[config.mk]
export PLATFORM = sky130hd
export DESIGN_NAME = sync_length_packet_deframer_core
export DESIGN_NICKNAME = d
export VERILOG_FILES = /design/src/hw/rtl/sld_pkg.sv /design/src/hw/rtl/sld_frame_ctrl.sv /design/src/hw/rtl/sld_out_reg.sv /design/src/hw/rtl/sync_length_packet_deframer_core.sv
export SDC_FILE = /design/constraint.sdc
export NUM_CORES = 1
export LEC_CHECK = 0
export ABC_CLOCK_PERIOD_IN_PS = 9200
export BUFFER_PORTS_ARGS = -buffer_cell sky130_fd_sc_hd__buf_2
export CAP_MARGIN = 20
export CORE_ASPECT_RATIO = 0.6
export CORE_MARGIN = 1
export CORE_UTILIZATION = 45
export CTS_CLUSTER_DIAMETER = 100
export DETAILED_ROUTE_END_ITERATION = 12
export GPL_ROUTABILITY_DRIVEN = 0
export PLACE_DENSITY = 0.65
export SYNTH_ARGS = -nofsm -noshare
export SYNTH_HDL_FRONTEND = slang
export SYNTH_SLANG_ARGS = --single-unit
[constraint.sdc]
create_clock -name clk -period 9.2 [get_ports clk]
set_input_delay 0.92 -clock clk [delete_from_list [all_inputs] [get_ports clk]]
set_output_delay 0.92 -clock clk [all_outputs]
set_load 0.02 [all_outputs]
[src/hw/rtl/sld_pkg.sv]
// shared types and constants for the sync/length packet deframer
package sld_pkg;

    localparam int unsigned BYTE_W = 8;
    localparam int unsigned POS_W  = 9;

    // frame positions while a header is being read
    localparam logic [POS_W-1:0] POS_SYNC   = 9'd0;
    localparam logic [POS_W-1:0] POS_LENGTH = 9'd1;
    // header bytes ahead of the payload
    localparam logic [POS_W-1:0] HDR_LEN    = 9'd2;
    // header plus the resync byte, used when skipping a frame while hunting
    localparam logic [POS_W-1:0] SKIP_EXTRA = 9'd3;

    typedef struct packed {
        logic [BYTE_W-1:0] payload_byte;
        logic [BYTE_W-1:0] payload_index;
        logic [BYTE_W-1:0] frame_length;
        logic              carries_byte;
        logic              last;
    } result_t;

endpackage

[src/hw/rtl/sld_frame_ctrl.sv]
// frame tracking state and per-byte result logic
module sld_frame_ctrl
    import sld_pkg::*;
(
    input  logic              clk,
    input  logic              rst_n,
    input  logic              step,
    input  logic [BYTE_W-1:0] rx,
    input  logic [BYTE_W-1:0] sync_byte,
    output logic              has_result,
    output result_t           result
);

    logic              locked_reg;
    logic              locked_next;
    logic [POS_W-1:0]  position_reg;
    logic [POS_W-1:0]  position_next;
    logic [BYTE_W-1:0] length_reg;
    logic [BYTE_W-1:0] length_next;

    logic             is_sync;
    logic [POS_W-1:0] idx;
    logic [POS_W-1:0] idx_plus;
    logic [POS_W-1:0] pos_inc;
    logic [POS_W-1:0] len_ext;
    logic             fin;

    assign is_sync  = (rx == sync_byte);
    assign len_ext  = {1'b0, length_reg};
    assign idx      = position_reg - HDR_LEN;
    assign idx_plus = idx + 9'd1;
    assign pos_inc  = position_reg + 9'd1;
    assign fin      = (idx_plus >= len_ext);

    always_comb
    begin
        locked_next   = locked_reg;
        position_next = position_reg;
        length_next   = length_reg;
        has_result    = 1'b0;
        result        = '0;
        if (locked_reg)
        begin
            if (position_reg == POS_SYNC)
            begin
                if (is_sync)
                begin
                    position_next = POS_LENGTH;
                end
                else
                begin
                    locked_next   = 1'b0;
                    position_next = POS_SYNC;
                end
            end
            else if (position_reg == POS_LENGTH)
            begin
                length_next = rx;
                if (rx == '0)
                begin
                    // empty frame closes on its length byte
                    has_result          = 1'b1;
                    result.last         = 1'b1;
                    position_next       = POS_SYNC;
                end
                else
                begin
                    position_next = HDR_LEN;
                end
            end
            else
            begin
                has_result           = 1'b1;
                result.payload_byte  = rx;
                result.payload_index = idx[BYTE_W-1:0];
                result.frame_length  = length_reg;
                result.carries_byte  = 1'b1;
                result.last          = fin;
                position_next        = fin ? POS_SYNC : pos_inc;
            end
        end
        else
        begin
            if (position_reg == POS_SYNC)
            begin
                if (is_sync)
                begin
                    position_next = POS_LENGTH;
                end
            end
            else if (position_reg == POS_LENGTH)
            begin
                length_next   = rx;
                position_next = HDR_LEN;
            end
            else
            begin
                position_next = pos_inc;
                // payload skipped, this byte must be the next sync
                if (pos_inc >= (len_ext + SKIP_EXTRA))
                begin
                    if (is_sync)
                    begin
                        locked_next   = 1'b1;
                        position_next = POS_LENGTH;
                    end
                    else
                    begin
                        position_next = POS_SYNC;
                    end
                end
            end
        end
    end

    always_ff @(posedge clk or negedge rst_n)
    begin
        if (!rst_n)
        begin
            locked_reg   <= 1'b0;
            position_reg <= '0;
            length_reg   <= '0;
        end
        else if (step)
        begin
            locked_reg   <= locked_next;
            position_reg <= position_next;
            length_reg   <= length_next;
        end
    end

endmodule

[src/hw/rtl/sld_out_reg.sv]
// result register towards the downstream side
module sld_out_reg
    import sld_pkg::*;
(
    input  logic    clk,
    input  logic    rst_n,
    input  logic    load,
    input  result_t result,
    input  logic    out_stall,
    output logic    out_valid,
    output logic    slot_free,
    output result_t result_q
);

    logic    out_valid_reg;
    logic    out_valid_next;
    result_t result_reg;

    assign slot_free = !out_valid_reg || !out_stall;

    always_comb
    begin
        if (load)
        begin
            out_valid_next = 1'b1;
        end
        else if (!out_stall)
        begin
            out_valid_next = 1'b0;
        end
        else
        begin
            out_valid_next = out_valid_reg;
        end
    end

    always_ff @(posedge clk or negedge rst_n)
    begin
        if (!rst_n)
        begin
            out_valid_reg <= 1'b0;
        end
        else
        begin
            out_valid_reg <= out_valid_next;
        end
    end

    always_ff @(posedge clk)
    begin
        if (load)
        begin
            result_reg <= result;
        end
    end

    assign out_valid = out_valid_reg;
    assign result_q  = result_reg;

endmodule

[src/hw/rtl/sync_length_packet_deframer_core.sv]
// top level: input register, sync byte register, frame logic and result register
// a request is held in the input register, its result then in the result register
// throughput: one byte per cycle, unless a byte with a result waits on out_stall
// a byte that gives no result passes through without needing the result register
// reset (rst_n low, asynchronous): hunting, position 0, length 0, sync byte 0, no
// requests held
module sync_length_packet_deframer_core
    import sld_pkg::*;
(
    input  logic              clk,
    input  logic              rst_n,
    input  logic              in_valid,
    output logic              in_stall,
    input  logic [BYTE_W-1:0] rx_byte,
    output logic              out_valid,
    input  logic              out_stall,
    output logic [BYTE_W-1:0] payload_byte,
    output logic [BYTE_W-1:0] payload_index,
    output logic [BYTE_W-1:0] frame_length,
    output logic              carries_byte,
    output logic              last,
    input  logic              cfg_valid,
    output logic              cfg_ready,
    input  logic [BYTE_W-1:0] cfg_data
);

    logic              in_valid_reg;
    logic              in_valid_next;
    logic [BYTE_W-1:0] rx_reg;
    logic [BYTE_W-1:0] sync_byte_reg;

    logic    accept;
    logic    advance;
    logic    has_result;
    logic    slot_free;
    result_t result;
    result_t result_q;

    assign cfg_ready = 1'b1;

    // a byte with no result moves on even while the result register is held
    assign advance  = in_valid_reg && (!has_result || slot_free);
    assign in_stall = in_valid_reg && !advance;
    assign accept   = in_valid && !in_stall;

    always_comb
    begin
        if (accept)
        begin
            in_valid_next = 1'b1;
        end
        else if (advance)
        begin
            in_valid_next = 1'b0;
        end
        else
        begin
            in_valid_next = in_valid_reg;
        end
    end

    always_ff @(posedge clk or negedge rst_n)
    begin
        if (!rst_n)
        begin
            in_valid_reg  <= 1'b0;
            sync_byte_reg <= '0;
        end
        else
        begin
            in_valid_reg <= in_valid_next;
            if (cfg_valid && cfg_ready)
            begin
                sync_byte_reg <= cfg_data;
            end
        end
    end

    always_ff @(posedge clk)
    begin
        if (accept)
        begin
            rx_reg <= rx_byte;
        end
    end

    sld_frame_ctrl u_frame_ctrl (
        .clk        (clk),
        .rst_n      (rst_n),
        .step       (advance),
        .rx         (rx_reg),
        .sync_byte  (sync_byte_reg),
        .has_result (has_result),
        .result     (result)
    );

    sld_out_reg u_out_reg (
        .clk       (clk),
        .rst_n     (rst_n),
        .load      (advance && has_result),
        .result    (result),
        .out_stall (out_stall),
        .out_valid (out_valid),
        .slot_free (slot_free),
        .result_q  (result_q)
    );

    assign payload_byte  = result_q.payload_byte;
    assign payload_index = result_q.payload_index;
    assign frame_length  = result_q.frame_length;
    assign carries_byte  = result_q.carries_byte;
    assign last          = result_q.last;

endmodule
## Word level (Yosys, flattened, before mapping)

Cells that the tools add are included.

- Bits in registers: 62
- Latch bits: 0
- RAM bits: 0
- Memory bits (read-only): 0
- Output and inout bits: 29
- Word-level logic and storage cells: 68
- Memories kept: 0

- $add $sub $neg: 4
- Multipliers: 0
- Div/mod/pow operators: 0
- Magnitude comparators: 2
- Eq/ne operators: 4
- Shift-type cells: 0
- Mux-type cells: 26
- Bitwise operators: 2
- Reduce and logical (&&, ||, !) cells: 18

Operator list:

| cell | number |
|---|---|
| 2-to-1 mux 9 bit | 8 |
| adder 9 x 1 -> 9 bit (second input constant) | 2 |
| 2-to-1 mux 1 bit | 17 |
| adder 8 x 2 -> 9 bit (second input constant) | 1 |
| equality test 9 x 1 -> 1 bit (second input constant) | 1 |
| greater-or-equal comparator 9 x 8 -> 1 bit | 1 |
| greater-or-equal comparator 9 bit | 1 |
| zero test 9 bit | 1 |
| subtractor 9 x 2 -> 9 bit (second input constant) | 1 |
| equality test 8 bit | 1 |
| zero test 8 bit | 1 |
| zero test 1 bit | 5 |
| logical AND 1 bit | 4 |
| inequality test 3 x 1 -> 1 bit (second input constant) | 1 |
| AND reduction 3 bit | 1 |
| OR reduction 3 bit | 1 |
| logical OR 1 bit | 2 |
| 2-to-1 mux 2 bit | 1 |
| inequality test 2 x 1 -> 1 bit (second input constant) | 1 |
| NOT 1 bit | 2 |
| AND reduction 2 bit | 1 |
| nonzero test 2 bit | 1 |
| OR reduction 2 bit | 1 |

## Depth between registers and ports, before layout

- Word-level depth: 13
- Depth in mapped cells: 15
- Depth with buffers taken out: 15

## Modules after synthesis

From an unflattened synthesis, not the netlist that was laid out.

- Cells, all modules: 325
- Area total of the unflattened synthesis: 3520.9 um^2

By module, submodules not included:

| module | times used | cells each | area each (um^2) |
|---|---|---|---|
| sld_frame_ctrl | 1 | 261 | 2054.5 |
| sld_out_reg | 1 | 29 | 817.0 |
| sync_length_packet_deframer_core | 1 | 35 | 649.4 |

## Worst setup path before layout

Ideal clock, no wire load.

- Path kind: reg-to-reg
- From: reg u_frame_ctrl.position_reg[1]
- To: reg u_frame_ctrl.position_reg[0]
- Data arrival time: 3.327 ns
- Slack: 5.770 ns
- Stages on the path, launching flop included: 14
- Buffers on the path: 0
- Period minus slack after synthesis: 3.430 ns
- Cell sequence: dfrtp_1 inv_1 ha_1 or3b_1 nor4_1 a21oi_1 xor2_1 ha_1 a21o_1 a211oi_1 or4b_4 a21boi_2 a21oi_1 o41ai_2

- Elaborated cells on any way between the ends: 22

RTL lines:

| what | RTL line | RTL |
|---|---|---|
| from (decl) | sld_frame_ctrl.sv:16 | `logic [POS_W-1:0] position_reg;` |
| from (signal assigned) | sld_frame_ctrl.sv:127 | `position_reg <= position_next;` |
| subtractor 9 x 2 -> 9 bit | sld_frame_ctrl.sv:30 | `assign idx = position_reg - HDR_LEN;` |
| net u_frame_ctrl.idx[1] | sld_frame_ctrl.sv:22 | `logic [POS_W-1:0] idx;` |
| adder 9 x 1 -> 9 bit | sld_frame_ctrl.sv:31 | `assign idx_plus = idx + 9'd1;` |
| greater-or-equal comparator 9 x 8 -> 1 bit | sld_frame_ctrl.sv:33 | `assign fin = (idx_plus >= len_ext);` |
| 2-to-1 mux 9 bit | sld_frame_ctrl.sv:79 | `position_next = fin ? POS_SYNC : pos_inc;` |
| 2-to-1 mux 9 bit | sld_frame_ctrl.sv:56 | `else if (position_reg == POS_LENGTH)` |
| 2-to-1 mux 9 bit | sld_frame_ctrl.sv:44 | `if (position_reg == POS_SYNC)` |
| 2-to-1 mux 9 bit | sld_frame_ctrl.sv:42 | `if (locked_reg)` |

The timed path passes the listed nets, and every way through them passes these cells.
A chain may end at the register's enable or synchronous reset.

## Worst setup path after layout

- From: reg u_frame_ctrl.position_reg[1]
- To: reg u_frame_ctrl.position_reg[6]

The elaborated chain is that of the path after synthesis.

==> impl_metrics.toml <==
[grt]
grt_use_total = 0.2192
grt_pass1_wl_um = 13050
grt_pass1_vias = 2407
antenna_found_initial = 0
grt.overflow.total = 0
grt_max_degree = 29

[timing]
slew_headroom = 0.4484
post-route-min-period_ps = 3839
setup_ws_ps = 5361
max_freq_ghz = 0.2605
tightest_slew_ps = 827.3
finalHoldViolations = 0
tns_ps = 0
rsz0062_at_grt = "false"
slew_viol_final = 0
setup_viol = 0
fin_skew_ps = 9.866
fin_crit_sh = 0.4173

[clock_tree]
clock_latency_ps = 340
post_cts_buffers = 0
cts_tree = "done"
cts_root_buffer = "clkbuf_16"
cts_buffers = 9
clkSinkCount = 62
cts_max_path_buffers = 2
htree_levels = 3
postCtsHoldBufs = 0
cts_resized = 0
path_clk_slew_ps = 60

[layout]
fin_nets = 427
drive_gt1_frac = 0.2429
largest_reg_flops = 26
antenna_cells = 0
nFillCells = 648
final_core_util = 0.5592
syn2layout_area_growth_pct = 17.06

[die]
ioPinCount = 50
dieArea_sq_mm = 0.008310
die_height_um = 71.02
start_util = 0.4777
num_rows = 24
coreArea_sq_mm = 0.007477
die_w_um = 117.0

[logic_synthesis]
synth_cells = 332
synthesis.nets = 377
synth_ff_type = "edfxtp_1"
yosys.area.top_type = "edfxtp_1"
synth_cell_types = 52
synthArstFlopShare = 0.4516
ys_ff_latch = 62
synth_edf_count = 34
netlist_area_sq_mm = 0.003572
avgSynthCellArea_sq_um = 10.76
yosysSeqAreaShare = 0.4820
synthTopCellsByArea = "edfxtp_1, dfrtp_1, ha_1"
yosysWarnings = 0
synth_top_area_share = 0.2858

[routing]
dr_total_vias = 2656
drt_wl_total_um = 8041
ant_nets = 0
dr.pass1.iters = 5
drcViolationCount = 0
via_per_inst = 5.409
drt_iter0_markers = 211
routedWlPerCell_um = 16.38

[pwr]
peakVddDrop_mv = 0.1668
powerDensity_mw_per_mm2 = 302.7
p_leak_nw = 1.816
finalPower_w = 0.001266

[job]
drv_cap = 0

[worst_setup_path]
worstPathRequired_ps = 9450
path_buf_inv = 1
crit_arrival_ps = 4090
cpMostUsedCell = "ha_1"
path_cells = "inv_1 > ha_1 > or3b_1 > nor4_1 > a21oi_1 > xor2_1 > ha_1 > a21o_1 > a211oi_1 > or4b_4 > a21oi_4 > nor2_1 > o211ai_1"
critPathTopFamily = "simple AND/OR/NAND/NOR gates"
critPathSlowestCell = "or4b_4"
reg2reg_slack_ps = 5360
rr_endpoint = "u_frame_ctrl.position_reg[6]"
r2r_cells = 13
end_kind = "register"
crit_path_max_fanout = 8
r2r_start = "u_frame_ctrl.position_reg[1]"
crit_type = "reg2reg"
critPathMaxStageDelay_ps = 550
startpoint_type = "register"

[placed_design]
port_buffers = 48
place_ws_ps = 5398
hpwl_um = 6110

[run_status]
outcome = "finished clean"

[min_path]
min_from = "u_frame_ctrl.length_reg[5]"
hold_end = "u_frame_ctrl.length_reg[5]"
hold-path-cell-count = 1
hp-class = "reg2reg"
[worst max-delay path by stage]
stage / start / endpoint / slack [ps] / cells past startpoint
after floorplan: u_frame_ctrl.position_reg[1] / u_frame_ctrl.position_reg[0] / 5770 / 13
after global placement: u_frame_ctrl.position_reg[1] / u_frame_ctrl.position_reg[0] / 5460 / 13
after detailed placement: u_frame_ctrl.position_reg[1] / u_frame_ctrl.position_reg[6] / 5400 / 14
after CTS: u_frame_ctrl.position_reg[1] / u_frame_ctrl.position_reg[0] / 5350 / 13
after global routing: u_frame_ctrl.position_reg[1] / u_frame_ctrl.position_reg[6] / 5090 / 15
final: u_frame_ctrl.position_reg[1] / u_frame_ctrl.position_reg[6] / 5360 / 13
[placed cells by master, fill, tap and decap left out, types with 15 or more instances in the layout]
cell type	synthesis	final
buf_2	1	48
nor2_1	35	34
ha_1	24	24
inv_1	17	17
o21ai_0	15	15
xnor2_1	21	21
dfrtp_1	28	28
nand2_1	28	28
mux2_2	16	16
edfxtp_1	34	34
[routing by layer]
metal  wire (um)  global-route usage  up-vias
met2        2802              0.2604      132
li1            -                   -     1285
met3         771             0.06769       20
met4         176             0.09564        0
met5           0                   0        -
met1        4291              0.3508     1219
[layout make-up]
type	count	area, sq um	share of cell area
clock buffer	12	246.5	0.05895
multi-input combinational	243	1724	0.4123
inverter	17	63.81	0.01526
tap	104	130.1	0.03112
clock inverter	4	47.55	0.01137
timing repair buffer	49	247.7	0.05925
sequential	62	1722	0.4117
[kinds of logic after synthesis]
kind of cell | synth area share
xor+xnor | 0.07356
simple gates | 0.1772
flops | 0.4820
fa+ha+maj | 0.08406
buf+inv | 0.03607
mux | 0.05044
other cells | 0.001050
compound gates | 0.09563
[cell usage after synthesis, drive strengths merged, types with 2 or more instances]
master	n
nand4	4
o211ai	3
nor4	8
a211oi	3
inv	17
clkbuf	4
edfxtp	34
mux2	16
xor2	9
xnor2	21
a31oi	3
o21ai	15
or2	5
and2	10
nor2	35
nor2b	2
or3	2
o22ai	2
a21oi	9
nand2b	5
buf	6
ha	24
o21a	2
dfrtp	28
o31ai	2
and3	2
nand2	28
nor3	8
nand3	9
[report_power, final]
part           switching [W]  internal [W]  total (W)  leakage [nW]
Sequential         0.0000494      0.000337   0.000387         0.669
Clock               0.000117      0.000216   0.000332         0.143
Combinational       0.000316      0.000231   0.000547          1.00
[through the flow]
step	cells	hold WS, ps	cell area [sq um]
global route	491	544.2	4182
floorplan	332	479.4	3572
global placement	475	491.0	3887
finish	491	511.4	4182
CTS	491	509.3	4182
detailed placement	475	498.1	3887
Power figures use the tool's default switching activity.
